--- config.mk ---
export PLATFORM = sky130hd
export DESIGN_NAME = pulse_window_finder_sum_flat
export DESIGN_NICKNAME = d
export VERILOG_FILES = /design/src/pwfs_pkg.sv /design/src/pwfs_in_if.sv /design/src/pwfs_out_if.sv /design/src/pwfs_core.sv /design/src/pwfs_sum.sv /design/src/pulse_window_finder_sum.sv /design/src/flat_wrapper.sv
export SDC_FILE = /design/constraint.sdc
export NUM_CORES = 1
export LEC_CHECK = 0
export BUFFER_PORTS_ARGS = -buffer_cell sky130_fd_sc_hd__buf_2
export CELL_PAD_IN_SITES_DETAIL_PLACEMENT = 0
export CELL_PAD_IN_SITES_GLOBAL_PLACEMENT = 1
export CORE_AREA = 2 2 259 261
export CTS_CLUSTER_SIZE = 20
export DETAILED_ROUTE_END_ITERATION = 8
export DIE_AREA = 0 0 261 263
export HOLD_SLACK_MARGIN = 0.08
export PLACE_DENSITY = 0.79
export SKIP_LAST_GASP = 1
export SLEW_MARGIN = 20
export SYNTH_ARGS = -nofsm -noshare
export SYNTH_HDL_FRONTEND = slang
export SYNTH_SLANG_ARGS = --single-unit
--- constraint.sdc ---
create_clock -name clk_i -period 7.4 [get_ports clk_i]
set_input_delay 1.11 -clock clk_i [delete_from_list [all_inputs] [get_ports clk_i]]
set_output_delay 1.11 -clock clk_i [all_outputs]
set_load 0.03 [all_outputs]
--- src/pwfs_pkg.sv ---
`default_nettype none
package pwfs_pkg;

  localparam int unsigned TB_BITS      = 10;
  localparam int unsigned ADC_BITS     = 12;
  localparam int unsigned CFG_BITS     = 16;
  localparam int unsigned SUM_BITS     = 23;
  localparam int unsigned NET_BITS     = 24;
  localparam int unsigned CFG_IDX_BITS = 2;

  // Register indexes of the configuration port
  localparam logic [CFG_IDX_BITS-1:0] CFG_BASELINE   = 2'd0;
  localparam logic [CFG_IDX_BITS-1:0] CFG_CUTOFF     = 2'd1;
  localparam logic [CFG_IDX_BITS-1:0] CFG_CENTER     = 2'd2;
  localparam logic [CFG_IDX_BITS-1:0] CFG_HALF_WIDTH = 2'd3;

  // Register reset values
  localparam logic [CFG_BITS-1:0] BASELINE_RST   = 16'd0;
  localparam logic [CFG_BITS-1:0] CUTOFF_RST     = 16'd48;
  localparam logic [TB_BITS-1:0]  CENTER_RST     = 10'd50;
  localparam logic [TB_BITS-1:0]  HALF_WIDTH_RST = 10'd5;

  typedef struct packed {
    logic [CFG_BITS-1:0] baseline;
    logic [CFG_BITS-1:0] cutoff;
    logic [TB_BITS-1:0]  center;
    logic [TB_BITS-1:0]  half_width;
  } cfg_t;

  typedef struct packed {
    logic [TB_BITS-1:0]  time_bin;
    logic [ADC_BITS-1:0] adc_value;
    logic                last_sample;
  } item_t;

  // Chosen window captured on the last sample of a record
  typedef struct packed {
    logic                good;
    logic [TB_BITS-1:0]  win_start;
    logic [TB_BITS-1:0]  win_end;
    logic [TB_BITS-1:0]  peak_time;
    logic [ADC_BITS-1:0] peak_adc;
    logic [SUM_BITS-1:0] win_sum;
  } res_t;

  typedef struct packed {
    logic                       found;
    logic [TB_BITS-1:0]         win_start;
    logic [TB_BITS-1:0]         win_end;
    logic [TB_BITS-1:0]         peak_time;
    logic [ADC_BITS-1:0]        peak_adc;
    logic signed [NET_BITS-1:0] net_sum;
  } out_t;

endpackage
`default_nettype wire

--- src/pwfs_in_if.sv ---
`default_nettype none
interface pwfs_in_if;
  logic                          valid;
  logic                          ready;
  logic [pwfs_pkg::TB_BITS-1:0]  time_bin;
  logic [pwfs_pkg::ADC_BITS-1:0] adc_value;
  logic                          last_sample;

  modport source (output valid, time_bin, adc_value, last_sample, input ready);
  modport sink   (input valid, time_bin, adc_value, last_sample, output ready);
endinterface
`default_nettype wire

--- src/pwfs_out_if.sv ---
`default_nettype none
interface pwfs_out_if;
  logic                                 valid;
  logic                                 ready;
  logic                                 window_found;
  logic [pwfs_pkg::TB_BITS-1:0]         window_start;
  logic [pwfs_pkg::TB_BITS-1:0]         window_end;
  logic [pwfs_pkg::TB_BITS-1:0]         peak_time;
  logic [pwfs_pkg::ADC_BITS-1:0]        peak_adc;
  logic signed [pwfs_pkg::NET_BITS-1:0] net_sum;

  modport source (output valid, window_found, window_start, window_end, peak_time,
                  peak_adc, net_sum, input ready);
  modport sink   (input valid, window_found, window_start, window_end, peak_time,
                  peak_adc, net_sum, output ready);
endinterface
`default_nettype wire

--- src/pwfs_core.sv ---
`default_nettype none
module pwfs_core #(
  parameter int unsigned MAX_SAMPLES = 1024
) (
  input  wire logic            clk_i,
  input  wire logic            rst_ni,
  input  wire logic            step_i,
  input  wire pwfs_pkg::item_t item_i,
  input  wire pwfs_pkg::cfg_t  cfg_i,
  output pwfs_pkg::res_t       res_o
);

  localparam int unsigned CNT_BITS = $clog2(MAX_SAMPLES + 1);
  localparam int unsigned TB  = pwfs_pkg::TB_BITS;
  localparam int unsigned AB  = pwfs_pkg::ADC_BITS;
  localparam int unsigned SB  = pwfs_pkg::SUM_BITS;
  localparam int unsigned CB  = pwfs_pkg::CFG_BITS;

  logic [TB-1:0]       prev_time_q, prev_time_d, older_time_q, older_time_d;
  logic [AB-1:0]       prev_adc_q, prev_adc_d, older_adc_q, older_adc_d;
  logic [CNT_BITS-1:0] cnt_q, cnt_d;
  logic                open_q, open_d, endv_q, endv_d, pset_q, pset_d, pnz_q, pnz_d;
  logic [TB-1:0]       start_q, start_d, end_q, end_d, lmt_q, lmt_d;
  logic [TB-1:0]       pt_q, pt_d;
  logic [AB-1:0]       pa_q, pa_d;
  logic [SB-1:0]       sum_q, sum_d, end_sum_q, end_sum_d;
  logic                ch_valid_q, ch_valid_d, ch_pnz_q, ch_pnz_d;
  logic [TB-1:0]       ch_start_q, ch_start_d, ch_pt_q, ch_pt_d;
  logic [TB:0]         ch_end_q, ch_end_d;
  logic [AB-1:0]       ch_pa_q, ch_pa_d;
  logic [SB-1:0]       ch_sum_q, ch_sum_d;

  logic [CB:0]            thr;
  logic [CB:0]            l16;
  logic signed [AB:0]     diff;
  logic signed [AB+4:0]   slope16;
  logic                   open_cond, nonneg, below_thr, do_open, close, in_range;

  // Pair terms: left sample is the held one, right sample is the new item
  assign thr       = {1'b0, cfg_i.baseline} + {1'b0, cfg_i.cutoff};
  assign l16       = (CB + 1)'({prev_adc_q, 4'b0000});
  assign diff      = $signed({1'b0, item_i.adc_value}) - $signed({1'b0, prev_adc_q});
  assign slope16   = {diff, 4'b0000};
  assign open_cond = (slope16 > $signed({1'b0, cfg_i.cutoff})) || (l16 > thr);
  assign nonneg    = item_i.adc_value >= prev_adc_q;
  assign below_thr = l16 < thr;

  // Window tracking for one pair
  always_comb begin
    prev_time_d  = item_i.time_bin;
    prev_adc_d   = item_i.adc_value;
    older_time_d = prev_time_q;
    older_adc_d  = prev_adc_q;
    cnt_d        = (cnt_q < CNT_BITS'(MAX_SAMPLES)) ? cnt_q + CNT_BITS'(1) : cnt_q;
    open_d = open_q; endv_d = endv_q; pset_d = pset_q; pnz_d = pnz_q;
    start_d = start_q; end_d = end_q; lmt_d = lmt_q; pt_d = pt_q; pa_d = pa_q;
    sum_d = sum_q; end_sum_d = end_sum_q;
    ch_valid_d = ch_valid_q; ch_pnz_d = ch_pnz_q; ch_start_d = ch_start_q;
    ch_end_d = ch_end_q; ch_pt_d = ch_pt_q; ch_pa_d = ch_pa_q; ch_sum_d = ch_sum_q;
    do_open  = 1'b0;
    close    = 1'b0;
    in_range = 1'b0;
    if (cnt_q != '0) begin
      if (!open_q) begin
        do_open = open_cond;
      end else begin
        sum_d = sum_q + SB'(prev_adc_q);
        if (nonneg) begin
          lmt_d = prev_time_q;
        end else begin
          end_d     = prev_time_q;
          endv_d    = 1'b1;
          end_sum_d = sum_d;
          if (!pset_q) begin
            pset_d = 1'b1;
            pnz_d  = cnt_q >= CNT_BITS'(3);
            pt_d   = older_time_q;
            pa_d   = older_adc_q;
          end
        end
        close    = (endv_d && (lmt_d > end_d)) || below_thr;
        in_range = (({1'b0, pt_d} + {1'b0, cfg_i.half_width}) >= {1'b0, cfg_i.center}) &&
                   ({1'b0, pt_d} <= ({1'b0, cfg_i.center} + {1'b0, cfg_i.half_width}));
        if (close) begin
          if (pset_d && in_range) begin
            ch_valid_d = 1'b1;
            ch_start_d = start_d;
            ch_end_d   = endv_d ? {1'b0, end_d} : {1'b1, {TB{1'b0}}};
            ch_pt_d    = pt_d;
            ch_pa_d    = pa_d;
            ch_pnz_d   = pnz_d;
            ch_sum_d   = end_sum_d;
          end
          open_d  = 1'b0;
          endv_d  = 1'b0;
          pset_d  = 1'b0;
          do_open = open_cond;
        end
      end
      if (do_open) begin
        open_d    = 1'b1;
        start_d   = prev_time_q;
        lmt_d     = prev_time_q;
        endv_d    = 1'b0;
        end_d     = '0;
        pset_d    = 1'b0;
        pnz_d     = 1'b0;
        pt_d      = '0;
        pa_d      = '0;
        sum_d     = SB'(prev_adc_q);
        end_sum_d = '0;
      end
    end
  end

  // Result of the record, taken from the chosen window after this pair
  always_comb begin
    res_o.good      = ch_valid_d && (cfg_i.center != '0) && ch_pnz_d && !ch_end_d[TB] &&
                      (ch_start_d < ch_end_d[TB-1:0]);
    res_o.win_start = ch_start_d;
    res_o.win_end   = ch_end_d[TB-1:0];
    res_o.peak_time = ch_pt_d;
    res_o.peak_adc  = ch_pa_d;
    res_o.win_sum   = ch_sum_d;
  end

  // Advance the state; clear the record after its last sample
  always_ff @(posedge clk_i or negedge rst_ni) begin
    if (!rst_ni) begin
      prev_time_q <= '0; prev_adc_q <= '0; older_time_q <= '0; older_adc_q <= '0;
      cnt_q <= '0; open_q <= 1'b0; endv_q <= 1'b0; pset_q <= 1'b0; pnz_q <= 1'b0;
      start_q <= '0; end_q <= '0; lmt_q <= '0; pt_q <= '0; pa_q <= '0;
      sum_q <= '0; end_sum_q <= '0;
      ch_valid_q <= 1'b0; ch_pnz_q <= 1'b0; ch_start_q <= '0; ch_end_q <= '0;
      ch_pt_q <= '0; ch_pa_q <= '0; ch_sum_q <= '0;
    end else if (step_i) begin
      if (item_i.last_sample) begin
        prev_time_q <= '0; prev_adc_q <= '0; older_time_q <= '0; older_adc_q <= '0;
        cnt_q <= '0; open_q <= 1'b0; endv_q <= 1'b0; pset_q <= 1'b0; pnz_q <= 1'b0;
        start_q <= '0; end_q <= '0; lmt_q <= '0; pt_q <= '0; pa_q <= '0;
        sum_q <= '0; end_sum_q <= '0;
        ch_valid_q <= 1'b0; ch_pnz_q <= 1'b0; ch_start_q <= '0; ch_end_q <= '0;
        ch_pt_q <= '0; ch_pa_q <= '0; ch_sum_q <= '0;
      end else begin
        prev_time_q <= prev_time_d; prev_adc_q <= prev_adc_d;
        older_time_q <= older_time_d; older_adc_q <= older_adc_d;
        cnt_q <= cnt_d; open_q <= open_d; endv_q <= endv_d; pset_q <= pset_d;
        pnz_q <= pnz_d; start_q <= start_d; end_q <= end_d; lmt_q <= lmt_d;
        pt_q <= pt_d; pa_q <= pa_d; sum_q <= sum_d; end_sum_q <= end_sum_d;
        ch_valid_q <= ch_valid_d; ch_pnz_q <= ch_pnz_d; ch_start_q <= ch_start_d;
        ch_end_q <= ch_end_d; ch_pt_q <= ch_pt_d; ch_pa_q <= ch_pa_d;
        ch_sum_q <= ch_sum_d;
      end
    end
  end

endmodule
`default_nettype wire

--- src/pwfs_sum.sv ---
`default_nettype none
module pwfs_sum (
  input  wire pwfs_pkg::res_t                res_i,
  input  wire logic [pwfs_pkg::CFG_BITS-1:0] baseline_i,
  output pwfs_pkg::out_t                     out_o
);

  localparam int unsigned TB = pwfs_pkg::TB_BITS;
  localparam int unsigned SB = pwfs_pkg::SUM_BITS;
  localparam int unsigned CB = pwfs_pkg::CFG_BITS;
  localparam int unsigned PB = CB + TB + 1;
  localparam int unsigned NB = SB + 5;

  logic [TB:0]          width;
  logic [PB-1:0]        pedestal;
  logic signed [NB-1:0] num;
  logic signed [NB-1:0] num_adj;
  logic signed [NB-1:0] quot;

  // Window width times pedestal, taken off the sum scaled by 16
  assign width    = {1'b0, res_i.win_end} - {1'b0, res_i.win_start} + (TB + 1)'(1);
  assign pedestal = PB'(baseline_i) * PB'(width);
  assign num      = $signed({1'b0, res_i.win_sum, 4'b0000}) - $signed(NB'(pedestal));
  // Bias negatives so the shift truncates toward zero
  assign num_adj  = num[NB-1] ? num + NB'(15) : num;
  assign quot     = num_adj >>> 4;

  // Zero every field of an invalid result
  always_comb begin
    out_o = '0;
    if (res_i.good) begin
      out_o.found     = 1'b1;
      out_o.win_start = res_i.win_start;
      out_o.win_end   = res_i.win_end;
      out_o.peak_time = res_i.peak_time;
      out_o.peak_adc  = res_i.peak_adc;
      out_o.net_sum   = quot[pwfs_pkg::NET_BITS-1:0];
    end
  end

endmodule
`default_nettype wire

--- src/pulse_window_finder_sum.sv ---
// A result item passes from the input register through the result register (window
// update) into the output register (net sum); a last sample may wait on the output side.
// Throughput: one sample a cycle while no last sample waits; the window state is updated for each step.
// Samples that are not last in a record never wait on the output side.
// Reset: asynchronous, active low; clears all record state and loads register defaults.
`default_nettype none
module pulse_window_finder_sum #(
  parameter int unsigned MAX_SAMPLES = 1024
) (
  input  wire logic                                clk_i,
  input  wire logic                                rst_ni,
  input  wire logic                                cfg_we_i,
  input  wire logic [pwfs_pkg::CFG_IDX_BITS-1:0]   cfg_idx_i,
  input  wire logic [pwfs_pkg::CFG_BITS-1:0]       cfg_data_i,
  pwfs_in_if.sink                                  in_i,
  pwfs_out_if.source                               out_o
);

  pwfs_pkg::cfg_t  cfg_q;
  pwfs_pkg::item_t s1_item_q;
  pwfs_pkg::res_t  s2_res_q, core_res;
  pwfs_pkg::out_t  out_q, sum_out;
  logic            s1_valid_q, s2_valid_q, out_valid_q;
  logic            out_free, s2_free, s1_step, in_ready;

  // Stage handshakes: an item moves when the stage ahead is empty or moving; a sample that is not last steps freely
  assign out_free = !out_valid_q || out_o.ready;
  assign s2_free  = !s2_valid_q || out_free;
  assign s1_step  = s1_valid_q && (!s1_item_q.last_sample || s2_free);
  assign in_ready = !s1_valid_q || s1_step;
  assign in_i.ready = in_ready;

  // Configuration registers
  always_ff @(posedge clk_i or negedge rst_ni) begin
    if (!rst_ni) begin
      cfg_q.baseline   <= pwfs_pkg::BASELINE_RST;
      cfg_q.cutoff     <= pwfs_pkg::CUTOFF_RST;
      cfg_q.center     <= pwfs_pkg::CENTER_RST;
      cfg_q.half_width <= pwfs_pkg::HALF_WIDTH_RST;
    end else if (cfg_we_i) begin
      case (cfg_idx_i)
        pwfs_pkg::CFG_BASELINE:   cfg_q.baseline   <= cfg_data_i;
        pwfs_pkg::CFG_CUTOFF:     cfg_q.cutoff     <= cfg_data_i;
        pwfs_pkg::CFG_CENTER:     cfg_q.center     <= cfg_data_i[pwfs_pkg::TB_BITS-1:0];
        pwfs_pkg::CFG_HALF_WIDTH: cfg_q.half_width <= cfg_data_i[pwfs_pkg::TB_BITS-1:0];
        default: ;
      endcase
    end
  end

  // Input register
  always_ff @(posedge clk_i or negedge rst_ni) begin
    if (!rst_ni) begin
      s1_valid_q <= 1'b0;
    end else if (in_ready) begin
      s1_valid_q <= in_i.valid;
    end
  end

  always_ff @(posedge clk_i) begin
    if (in_ready && in_i.valid) begin
      s1_item_q.time_bin    <= in_i.time_bin;
      s1_item_q.adc_value   <= in_i.adc_value;
      s1_item_q.last_sample <= in_i.last_sample;
    end
  end

  pwfs_core #(
    .MAX_SAMPLES (MAX_SAMPLES)
  ) u_core (
    .clk_i  (clk_i),
    .rst_ni (rst_ni),
    .step_i (s1_step),
    .item_i (s1_item_q),
    .cfg_i  (cfg_q),
    .res_o  (core_res)
  );

  // Hold the record result until the sum stage takes it
  always_ff @(posedge clk_i or negedge rst_ni) begin
    if (!rst_ni) begin
      s2_valid_q <= 1'b0;
    end else if (s2_free) begin
      s2_valid_q <= s1_step && s1_item_q.last_sample;
    end
  end

  always_ff @(posedge clk_i) begin
    if (s2_free && s1_step && s1_item_q.last_sample) begin
      s2_res_q <= core_res;
    end
  end

  pwfs_sum u_sum (
    .res_i      (s2_res_q),
    .baseline_i (cfg_q.baseline),
    .out_o      (sum_out)
  );

  // Output register
  always_ff @(posedge clk_i or negedge rst_ni) begin
    if (!rst_ni) begin
      out_valid_q <= 1'b0;
    end else if (out_free) begin
      out_valid_q <= s2_valid_q;
    end
  end

  always_ff @(posedge clk_i) begin
    if (out_free && s2_valid_q) begin
      out_q <= sum_out;
    end
  end

  assign out_o.valid        = out_valid_q;
  assign out_o.window_found = out_q.found;
  assign out_o.window_start = out_q.win_start;
  assign out_o.window_end   = out_q.win_end;
  assign out_o.peak_time    = out_q.peak_time;
  assign out_o.peak_adc     = out_q.peak_adc;
  assign out_o.net_sum      = out_q.net_sum;

`ifndef SYNTHESIS
  a_empty_zero: assert property (@(posedge clk_i) disable iff (!rst_ni)
    (out_valid_q && !out_q.found) |-> (out_q.win_start == '0 && out_q.win_end == '0 &&
      out_q.peak_time == '0 && out_q.peak_adc == '0 && out_q.net_sum == '0))
    else $error("empty result carries non-zero fields");

  a_found_order: assert property (@(posedge clk_i) disable iff (!rst_ni)
    (out_valid_q && out_q.found) |-> (out_q.win_start < out_q.win_end))
    else $error("found window with start not before end");

  a_last_kept: assert property (@(posedge clk_i) disable iff (!rst_ni)
    (s1_step && s1_item_q.last_sample) |=> s2_valid_q)
    else $error("last sample result lost before sum stage");
`endif

endmodule
`default_nettype wire

--- src/flat_wrapper.sv ---
// flat-port wrapper written by rule: the top's interface ports become plain ports
module pulse_window_finder_sum_flat 
#(
  parameter int unsigned MAX_SAMPLES = 1024
)
  (clk_i, rst_ni, cfg_we_i, cfg_idx_i, cfg_data_i, in_i_valid, in_i_time_bin, in_i_adc_value, in_i_last_sample, in_i_ready, out_o_valid, out_o_window_found, out_o_window_start, out_o_window_end, out_o_peak_time, out_o_peak_adc, out_o_net_sum, out_o_ready);
  pwfs_in_if in_i_i ();
  pwfs_out_if out_o_i ();
  input  wire logic clk_i;
  input  wire logic rst_ni;
  input  wire logic cfg_we_i;
  input  wire logic [pwfs_pkg::CFG_IDX_BITS-1:0] cfg_idx_i;
  input  wire logic [pwfs_pkg::CFG_BITS-1:0] cfg_data_i;
  input wire logic [$bits(in_i_i.valid)-1:0] in_i_valid;
  input wire logic [$bits(in_i_i.time_bin)-1:0] in_i_time_bin;
  input wire logic [$bits(in_i_i.adc_value)-1:0] in_i_adc_value;
  input wire logic [$bits(in_i_i.last_sample)-1:0] in_i_last_sample;
  output wire logic [$bits(in_i_i.ready)-1:0] in_i_ready;
  output wire logic [$bits(out_o_i.valid)-1:0] out_o_valid;
  output wire logic [$bits(out_o_i.window_found)-1:0] out_o_window_found;
  output wire logic [$bits(out_o_i.window_start)-1:0] out_o_window_start;
  output wire logic [$bits(out_o_i.window_end)-1:0] out_o_window_end;
  output wire logic [$bits(out_o_i.peak_time)-1:0] out_o_peak_time;
  output wire logic [$bits(out_o_i.peak_adc)-1:0] out_o_peak_adc;
  output wire logic [$bits(out_o_i.net_sum)-1:0] out_o_net_sum;
  input wire logic [$bits(out_o_i.ready)-1:0] out_o_ready;
  assign in_i_i.valid = in_i_valid;
  assign in_i_i.time_bin = in_i_time_bin;
  assign in_i_i.adc_value = in_i_adc_value;
  assign in_i_i.last_sample = in_i_last_sample;
  assign in_i_ready = in_i_i.ready;
  assign out_o_valid = out_o_i.valid;
  assign out_o_window_found = out_o_i.window_found;
  assign out_o_window_start = out_o_i.window_start;
  assign out_o_window_end = out_o_i.window_end;
  assign out_o_peak_time = out_o_i.peak_time;
  assign out_o_peak_adc = out_o_i.peak_adc;
  assign out_o_net_sum = out_o_i.net_sum;
  assign out_o_i.ready = out_o_ready;
  pulse_window_finder_sum #(.MAX_SAMPLES(MAX_SAMPLES)) u_core (.clk_i(clk_i), .rst_ni(rst_ni), .cfg_we_i(cfg_we_i), .cfg_idx_i(cfg_idx_i), .cfg_data_i(cfg_data_i), .in_i(in_i_i), .out_o(out_o_i));
endmodule
==> qor.txt, run 1 <==
status: finished, violations left
failing checks: negative setup slack
most frequent cell on the critical path: inv_2
fin crit period: 7800 ps
initial antenna violation count: 2
Main synth FF type: dfrtp_1
clock latency at the later pin of the worst-skew pair: 610 ps
Total Routed Length: 78.7 mm
Post-Synthesis Cells: 2815
first-pass GRT wire length: 127 mm
layout cells sized above 1: 23.7%
CTS root buf: clkbuf_16
number of flops mapped to enable cells by yosys: 156
final slew viol count: 0
synth-to-layout area growth: 20.5%
Vias: 22657
crit path DAT: 8240 ps
FFs w/ async S/R, synth: 64.2%
GP Congestion: 0.878
CTS H-tree depth: 2
hold path endpoint: u_core.u_core.older_time_d[8]
Final Hold Fails: 0
FMAX: 128 MHz
IO buf count: 114
Min-Delay Path Depth: 2
post-DR wirelength/cell: 19.4 µm
clk buf depth: 3
die area: 68600 µm²
number of DRC markers in iteration 0: 1448
CP endpoint kind: flop
Critical Path Max Stage Delay: 540 ps
Clock Sinks: 436
clock-pin slew on the worst setup and hold paths: 60 ps
Pre-Repair DR Iteration Count: 5
Reg2Reg Setup Slack: -400 ps
CTS tree: built
Synth cell types: 92
Worst-Margin Slew: 1190 ps
GRT Residual Overflow: 0
filler cell count: 5722
Mapped Nets: 3224
worst hold margin: 465 ps
drt drc: 0
CTS buffer count: 49
Yosys reg bits: 436
core area: 65600 µm²
Layout Cells excl Fill: 4056
Register Area: 11700 µm²
post-route antenna net violation count: 0
Crit path required time: 7840 ps
pin count of the biggest net entering global routing: 164
Slew headroom: 20.3%
Die H: 263 µm
CP max FO: 7
sequential element share of the synthesized area: 39.7%
initial core utilization: 44.9%
worst setup margin: -403 ps
dpl hpwl: 58.9 mm
Ports: 115
Multi-input gate area: 17000 µm²
setup TNS: -6990 ps
Mapped Avg Cell Area: 10.5 µm²
R2R cell count: 35
vias per inst: 5.59
reg2reg start: u_core.s2_res_q[46]
Crit-path slowest cell: fa_1
Total Nets Final: 3560
max cap viols: 0
Worst Path Class, Setup: reg -> reg
RR Endpoint: u_core.out_o.net_sum[21]
n_diodes: 0
vias in the first global route: 23621
Finish-stage setup viols: 24
Setup Skew: 44.5 ps
Hold Startpoint: u_core.s1_item_q[21]
fin area: 35500 µm²
RSZ-0062 raised after global routing: true
Global Route Usage Sum: 23.1%
floorplan row count: 94
post-placement cell count: 3926
synthesized area: 29500 µm²
Syn. warnings: 0
CP startpoint kind: flop
die width: 261 µm
Hold/Removal Path Class: reg -> reg
dpl cell area: 32900 µm²
part of the cycle the worst path needs: 105%
## placed cells by master (no fill, tap or decap), drive strengths merged, types with 23 or more instances in the layout
cell    count
ha        208
fa        155
nand2b     33
a21oi     118
mux2      111
nor3       40
dfrtp     273
a21o       41
inv       317
mux2i      54
xor2       23
nor2      101
nand3      54
edfxtp    156
buf       405
a22o      117
o21ai     180
nand2     253
clkbuf     60
and2       94
xnor2      50
## sequential cells by signal, summed over array words and instances (netlist names), 11 cells and up
name                       flops
u_core.u_core.ch_sum_q        23
u_core.u_core.cnt_q           11
u_core.u_core.older_adc_d     12
u_core.out_o.net_sum          24
u_core.u_core.ch_pa_q         12
u_core.u_core.sum_q           23
u_core.u_core.end_sum_q       23
u_core.u_core.pa_q            12
u_core.s2_res_q               66
u_core.s1_item_q              23
u_core.u_core.ch_end_q        11
u_core.cfg_q                  52
u_core.out_o.peak_adc         12
u_core.u_core.older_adc_q     12
## how the worst max path moves through the flow
stage | from | end | slack [ps] | depth (start not counted)
after floorplan | u_core.s2_res_q[47] | u_core.out_o.net_sum[22] | -190 | 30
after global placement | u_core.s2_res_q[46] | u_core.out_o.net_sum[21] | -500 | 36
after detailed placement | u_core.s2_res_q[46] | u_core.out_o.net_sum[5] | -680 | 37
after CTS | u_core.s2_res_q[46] | u_core.out_o.net_sum[21] | -330 | 36
after global routing | u_core.s2_res_q[46] | u_core.out_o.net_sum[21] | -790 | 37
final | u_core.s2_res_q[46] | u_core.out_o.net_sum[21] | -400 | 35
## per-layer routing
metal  part of all wire (%)  vias up  wire length [µm]  global-route usage [%]
met4                    4.1        0              3220                    8.23
met2                     49      530             38700                    40.4
met5                      0        -                 0                       0
met3                    3.8      166              3030                    2.63
li1                       -    10582                 -                       -
met1                     43    11379             33700                    29.6
## repair_timing
| action | in CTS | in global routing |
|---|---|---|
| setup buffers | 35 | 6 |
| endpoints found under the setup margin | 25 | 25 |
| hold buffers | 0 | 0 |
| pin swaps | 68 | 26 |
| resized for setup | 91 | 43 |
## per-stage QoR
step | utilization, % | worst slack, ps
after global placement | 50.2 | -497
after CTS | 53.7 | -331
after floorplan | - | -188
final | 54.1 | -403
after global routing | 54.1 | -785
after detailed placement | 50.2 | -679
## critical path, delay by kind of cell, from the launching register on
family | cells | cell delay, ps
AOI/OAI and AO/OA | 10 | 1820
xor gates and xnor gates | 1 | 250
adders and majority gates | 9 | 3320
buffers and inverters | 8 | 680
DFF | 1 | 390
and+or+nand+nor | 7 | 1180
## kinds of logic (layout without fill, tap and decap cells)
kind of cell | after synthesis | count (layout) | synth area share, %
buf+inv | 433 | 810 | 5.70
xor+xnor | 73 | 73 | 2.17
compound gates | 647 | 647 | 15.2
simple gates | 698 | 698 | 11.8
flops | 436 | 436 | 39.7
mux | 165 | 165 | 6.08
fa+ha+maj | 363 | 363 | 19.4
## cells in the mapped netlist, types with 23 or more instances
master      n  area (µm²)
xor2_1     23         201
a21oi_1   113         566
nor2_1     98         368
a21o_1     40         300
nand2b_1   33         206
a22o_1    117        1020
xnor2_1    50         438
o21ai_0   169         846
clkbuf_1   92         345
dfrtp_1   273        6830
nand2_1   253         950
fa_1      155        3100
nand3_1    53         265
and2_1     93         582
edfxtp_1  156        4680
nor3_1     37         185
mux2_2     96        1080
ha_1      208        2600
mux2i_1    54         541
inv_1     313        1170
## cell type report
type / count / area share, %
Multi-Input combinational cell: 1946 / 47.8
Sequential cell: 436 / 32.9
Timing Repair Buffer: 405 / 8.26
Clock buffer: 60 / 3.60
Inverter: 313 / 3.31
Tap cell: 864 / 3.04
Clock inverter: 32 / 1.02
Power of run 1 is not shown: default switching activity piles up to over one toggle a cycle in this logic, so the estimate is an artifact.
==> run 2: changes to the inputs <==
--- a/config.mk
+++ b/config.mk
@@ -13,7 +13,7 @@
 export DETAILED_ROUTE_END_ITERATION = 8
 export DIE_AREA = 0 0 261 263
 export HOLD_SLACK_MARGIN = 0.08
-export PLACE_DENSITY = 0.79
+export PLACE_DENSITY_LB_ADDON = 0.1
 export SKIP_LAST_GASP = 1
 export SLEW_MARGIN = 20
 export SYNTH_ARGS = -nofsm -noshare
==> run 2 against run 1 <==
The flow still finishes with violations (negative setup slack). Non-clock buffer count is 20 higher. Worst hold slack improved by 6.0 ps. Clock skew increased by 11 ps.
==> qor.txt, run 2 (same netlist as run 1, synthesis figures left out) <==
CP endpoint kind: flop
Ports: 115 (unchanged)
die width: 261 µm (unchanged)
status: finished, violations left
Pre-Repair DR Iteration Count: 5 (unchanged)
Largest register FFs: 66 (unchanged)
Multi-input gate area: 16900 µm² (-0.46%)
die area: 68600 µm² (unchanged)
CTS buffer count: 50 (+2.0%)
Crit-path slowest cell: fa_1
first-pass GRT wire length: 131 mm (+3.0%)
Worst-Margin Slew: 1070 ps (-116 ps)
Finish-stage setup viols: 24 (unchanged)
vias per inst: 5.51 (-1.4%)
filler cell count: 5789 (+1.2%)
drt drc: 0 (unchanged)
Setup Skew: 55.6 ps (+11.1 ps)
CTS hold repair buffers: 0 (unchanged)
initial antenna violation count: 1 (-1)
commonest non-fill, non-tap cell in the layout: inv_1
Total Nets Final: 3581 (+0.59%)
CTS tree: built
GP Congestion: 0.888 (+1.2%)
CTS root buf: clkbuf_16
Final Hold Fails: 0 (unchanged)
Slew headroom: 28.1% (+7.8 points)
clock latency at the later pin of the worst-skew pair: 620 ps (about the same)
layout cells sized above 1: 24.1% (+0.30 points)
fin crit period: 7840 ps (+38.4 ps)
Total Routed Length: 82.3 mm (+4.6%)
Global Route Usage Sum: 24.2% (+1.1 points)
final slew viol count: 0 (unchanged)
CP max FO: 7 (unchanged)
clk buf depth: 3 (unchanged)
max cap viols: 0 (unchanged)
clock-pin slew on the worst setup and hold paths: 60 ps (about the same)
CTS H-tree depth: 2 (unchanged)
post-DR wirelength/cell: 20.2 µm (+4.0%)
CP startpoint kind: flop
number of DRC markers in iteration 0: 1321 (-8.8%)
floorplan row count: 94 (unchanged)
GRT Residual Overflow: 0 (unchanged)
RSZ-0062 raised after global routing: true
post-placement cell count: 3953 (+0.69%)
worst hold margin: 471 ps (+6.00 ps)
Clock Sinks: 436 (unchanged)
Worst Path Class, Setup: reg -> reg
FMAX: 128 MHz (-0.49%)
failing checks: negative setup slack
dpl hpwl: 61.6 mm (+4.6%)
Hold/Removal Path Class: in -> async
Register Area: 11700 µm² (unchanged)
IO buf count: 114 (unchanged)
worst setup margin: -442 ps (-38.4 ps)
commonest cells after routing, fill and taps aside: inv_1 (304), buf_4 (280), dfrtp_1 (273)
Crit path required time: 7710 ps (-130 ps)
crit path DAT: 8160 ps (-80 ps)
setup TNS: -8560 ps (-1570 ps)
n_diodes: 0 (unchanged)
Layout Cells excl Fill: 4078 (+0.54%)
initial core utilization: 44.9% (unchanged)
Critical Path Max Stage Delay: 600 ps (+60 ps)
part of the cycle the worst path needs: 106% (+0.52 points)
core area: 65600 µm² (unchanged)
vias in the first global route: 23408 (-0.90%)
pin count of the biggest net entering global routing: 81 (-51%)
Die H: 263 µm (unchanged)
Top reg by flops: u_core.s2_res_q
synth-to-layout area growth: 21.5%
post-route antenna net violation count: 0 (unchanged)
Vias: 22468 (-0.83%)
-- run 2: what timing repair did --
action	in CTS	in global routing
resized for setup	10	111
pin swaps	4	53
buffers inserted	3	23
endpoints found under the setup margin	25	25
cloned	0	4
-- run 2: per-layer routing --
layer,global-route usage (%),up-vias,wire (µm)
met4,8.43,0,3060
met2,42.3,455,40900
met5,0,-,0
li1,-,10617,-
met1,31.2,11245,35700
met3,2.32,151,2680
-- run 2: path summary, 6_finish.rpt --
check	from	end	slack, ps	cells past startpoint
setup / recovery	u_core.s2_res_q[56]	u_core.out_o.net_sum[5]	-440	35
hold / removal	rst_ni	u_core.u_core.older_adc_d[5]	470	1
setup reg to reg	u_core.s2_res_q[56]	u_core.out_o.net_sum[5]	-440	35
hold reg to reg	u_core.s1_item_q[19]	u_core.u_core.older_time_d[6]	470	2
max in group asynchronous	rst_ni	u_core.u_core.ch_sum_q[13]	5520	2
min in group clk_i	u_core.s1_item_q[19]	u_core.u_core.older_time_d[6]	470	2
-- run 2: stage by stage --
| step | instance area (µm²) | setup WS (ps) | utilization, % |
|---|---|---|---|
| 2_1_floorplan | 29800 | -188 | - |
| 5_1_grt | 35800 | -776 | 54.5 |
| 3_3_place_gp | 33100 | -378 | 50.5 |
| 3_5_place_dp | 33100 | -460 | 50.5 |
| 4_1_cts | 35000 | -447 | 53.3 |
| 6_report | 35800 | -442 | 54.5 |
-- run 2: critical path, delay by kind of cell, from the launching register on --
| kind | cells | cell delay (ps) |
|---|---|---|
| and+or+nand+nor | 5 | 460 |
| AOI/OAI and AO/OA | 12 | 2150 |
| adders and majority gates | 8 | 3280 |
| DFF | 1 | 430 |
| buffers and inverters | 9 | 950 |
| muxes | 1 | 270 |
-- run 2: final cells by class --
type	instances	area share, %
Clock buffer	58	3.66
Clock inverter	36	1.29
Inverter	313	3.29
Multi-Input combinational cell	1946	47.2
Sequential cell	436	32.7
Tap cell	864	3.02
Timing Repair Buffer	425	8.82
Power of run 2 is left out for the same reason.
==> run 3: changes to the inputs <==
--- a/config.mk
+++ b/config.mk
@@ -5,15 +5,15 @@
 export SDC_FILE = /design/constraint.sdc
 export NUM_CORES = 1
 export LEC_CHECK = 0
-export BUFFER_PORTS_ARGS = -buffer_cell sky130_fd_sc_hd__buf_2
 export CELL_PAD_IN_SITES_DETAIL_PLACEMENT = 0
 export CELL_PAD_IN_SITES_GLOBAL_PLACEMENT = 1
 export CORE_AREA = 2 2 259 261
 export CTS_CLUSTER_SIZE = 20
 export DETAILED_ROUTE_END_ITERATION = 8
 export DIE_AREA = 0 0 261 263
+export DONT_BUFFER_PORTS = 1
 export HOLD_SLACK_MARGIN = 0.08
-export PLACE_DENSITY_LB_ADDON = 0.1
+export PLACE_DENSITY = 0.79
 export SKIP_LAST_GASP = 1
 export SLEW_MARGIN = 20
 export SYNTH_ARGS = -nofsm -noshare
==> run 3 against run 2 <==
Sequential share of layout area is 0.80 points higher. Clock-buffer cell count grew 9. Critical path depth up 1. Flip-flop and latch count unchanged. Via count down 1.9%. Setup slack improved by 12 ps. Non-clock buffer count is 116 lower. The run still ends with negative setup slack left.
==> qor.txt, run 3 (same netlist as run 1, synthesis figures left out) <==
status: finished, violations left
failing checks: negative setup slack
final slew viol count: 0 (unchanged)
setup TNS: -6160 ps (+2400 ps)
Ports: 115 (unchanged)
Largest register FFs: 66 (unchanged)
clock latency at the later pin of the worst-skew pair: 600 ps (-20 ps)
Die H: 263 µm (unchanged)
Total Nets Final: 3463 (-3.3%)
FMAX: 128 MHz (+0.15%)
Finish-stage setup viols: 24 (unchanged)
drt drc: 0 (unchanged)
Crit path required time: 7830 ps (+120 ps)
Setup Skew: 18.8 ps (-36.8 ps)
Crit-path slowest cell: fa_1
worst setup margin: -430 ps (+11.9 ps)
post-DR wirelength/cell: 19.8 µm (-1.9%)
Layout Cells excl Fill: 3957 (-3.0%)
initial antenna violation count: 0 (-1)
first-pass GRT wire length: 125 mm (-4.2%)
crit path DAT: 8260 ps (+100 ps)
number of DRC markers in iteration 0: 1537 (+16%)
clock-pin slew on the worst setup and hold paths: 70 ps (about the same)
post-placement cell count: 3829 (-3.1%)
worst hold margin: 213 ps (-258 ps)
Hold/Removal Path Class: in -> async
vias per inst: 5.57 (+1.1%)
CP max FO: 5 (-2)
Critical Path Max Stage Delay: 540 ps (-60 ps)
CTS hold repair buffers: 0 (unchanged)
Final Hold Fails: 0 (unchanged)
CP startpoint kind: flop
Clock Sinks: 436 (unchanged)
CP endpoint kind: flop
synth-to-layout area growth: 18.6%
CTS root buf: clkbuf_16
max cap viols: 0 (unchanged)
dpl hpwl: 58.5 mm (-5.2%)
core area: 65600 µm² (unchanged)
dpl cell area: 32500 µm² (-2.1%)
post-route antenna net violation count: 0 (unchanged)
GP Congestion: 0.867 (-2.5%)
Total Routed Length: 78.4 mm (-4.8%)
clk buf depth: 3 (unchanged)
CTS tree: built
CTS buffer count: 48 (-4.0%)
floorplan row count: 94 (unchanged)
initial core utilization: 44.9% (unchanged)
GRT Residual Overflow: 0 (unchanged)
layout cells sized above 1: 20.8% (-3.3 points)
Vias: 22034 (-1.9%)
RSZ-0062 raised after global routing: true
commonest cells after routing, fill and taps aside: inv_1 (302), buf_4 (281), dfrtp_1 (273)
Worst-Margin Slew: 1130 ps (+55.0 ps)
part of the cycle the worst path needs: 106% (-0.16 points)
filler cell count: 5741 (-0.83%)
Slew headroom: 24.4% (-3.6 points)
IO buf count: 0 (-100%)
n_diodes: 0 (unchanged)
Global Route Usage Sum: 23.0% (-1.2 points)
vias in the first global route: 22791 (-2.6%)
CTS H-tree depth: 2 (unchanged)
Top reg by flops: u_core.s2_res_q
die area: 68600 µm² (unchanged)
die width: 261 µm (unchanged)
pin count of the biggest net entering global routing: 281 (+250%)
most frequent cell on the critical path: fa_1
Pre-Repair DR Iteration Count: 5 (unchanged)
fin area: 34900 µm² (-2.4%)
fin crit period: 7830 ps (-11.9 ps)
commonest non-fill, non-tap cell in the layout: inv_1
Worst Path Class, Setup: reg -> reg
[run 3: cell types whose count changed in the layout (fill, tap and decap cells not counted), sizes merged]
cell / previous run / this run
buf: 421 / 308
clkinv: 19 / 11
clkbuf: 62 / 68
bufinv: 8 / 3
clkinvlp: 5 / 3
inv: 317 / 318
[run 3: final timing paths]
path / from / end / slack (ps) / cells after the start
max: u_core.s2_res_q[56] / u_core.out_o.net_sum[21] / -430 / 36
min: rst_ni / u_core.u_core.cnt_q[3] / 210 / 0
max reg2reg: u_core.s2_res_q[56] / u_core.out_o.net_sum[21] / -430 / 36
min reg2reg: u_core.s1_item_q[21] / u_core.u_core.older_time_d[8] / 470 / 2
max in group asynchronous: rst_ni / u_core.u_core.ch_end_q[3] / 6660 / 0
min in group clk_i: u_core.s1_item_q[21] / u_core.u_core.older_time_d[8] / 470 / 2
[run 3: through the flow]
| stage | setup WS, ps | utilization (%) |
|---|---|---|
| 2_1_floorplan | -188 | - |
| 6_report | -430 | 53.2 |
| 4_1_cts | -405 | 52.5 |
| 5_1_grt | -829 | 53.2 |
| 3_3_place_gp | -400 | 49.5 |
| 3_5_place_dp | -498 | 49.5 |
[run 3: worst max-delay path, delay by kind of cell, from the launching register on]
kind / cells / cell delay [ps]
AO/OA/AOI/OAI: 8 / 1490
adder cells (fa/ha/maj): 9 / 3370
buffers and inverters: 9 / 830
AND/OR/NAND/NOR: 9 / 1400
XOR/XNOR: 1 / 120
flip-flops: 1 / 440
[run 3: layout make-up]
class                           count  area [µm²]  area share (%)
Clock inverter                     22         254           0.727
Timing Repair Buffer              309        2490            7.11
Sequential cell                   436       11700            33.5
Clock buffer                       67        1340            3.84
Tap cell                          864        1080            3.09
Inverter                          313        1180            3.37
Multi-Input combinational cell   1946       16900            48.4
[run 3: per-layer routing]
metal | global-route usage, % | vias to the layer above | routed length (µm)
li1 | - | 10372 | -
met2 | 39.8 | 517 | 38700
met3 | 2.57 | 131 | 2940
met4 | 7.49 | 0 | 2640
met5 | 0 | - | 0
met1 | 29.9 | 11014 | 34100
[run 3: what timing repair did]
item,4_1_cts,5_1_grt
setup endpoints to repair,24,25
gates cloned,0,1
resized for setup,55,68
pin swaps,45,39
setup buffers,18,19
Power of run 3 is left out for the same reason.
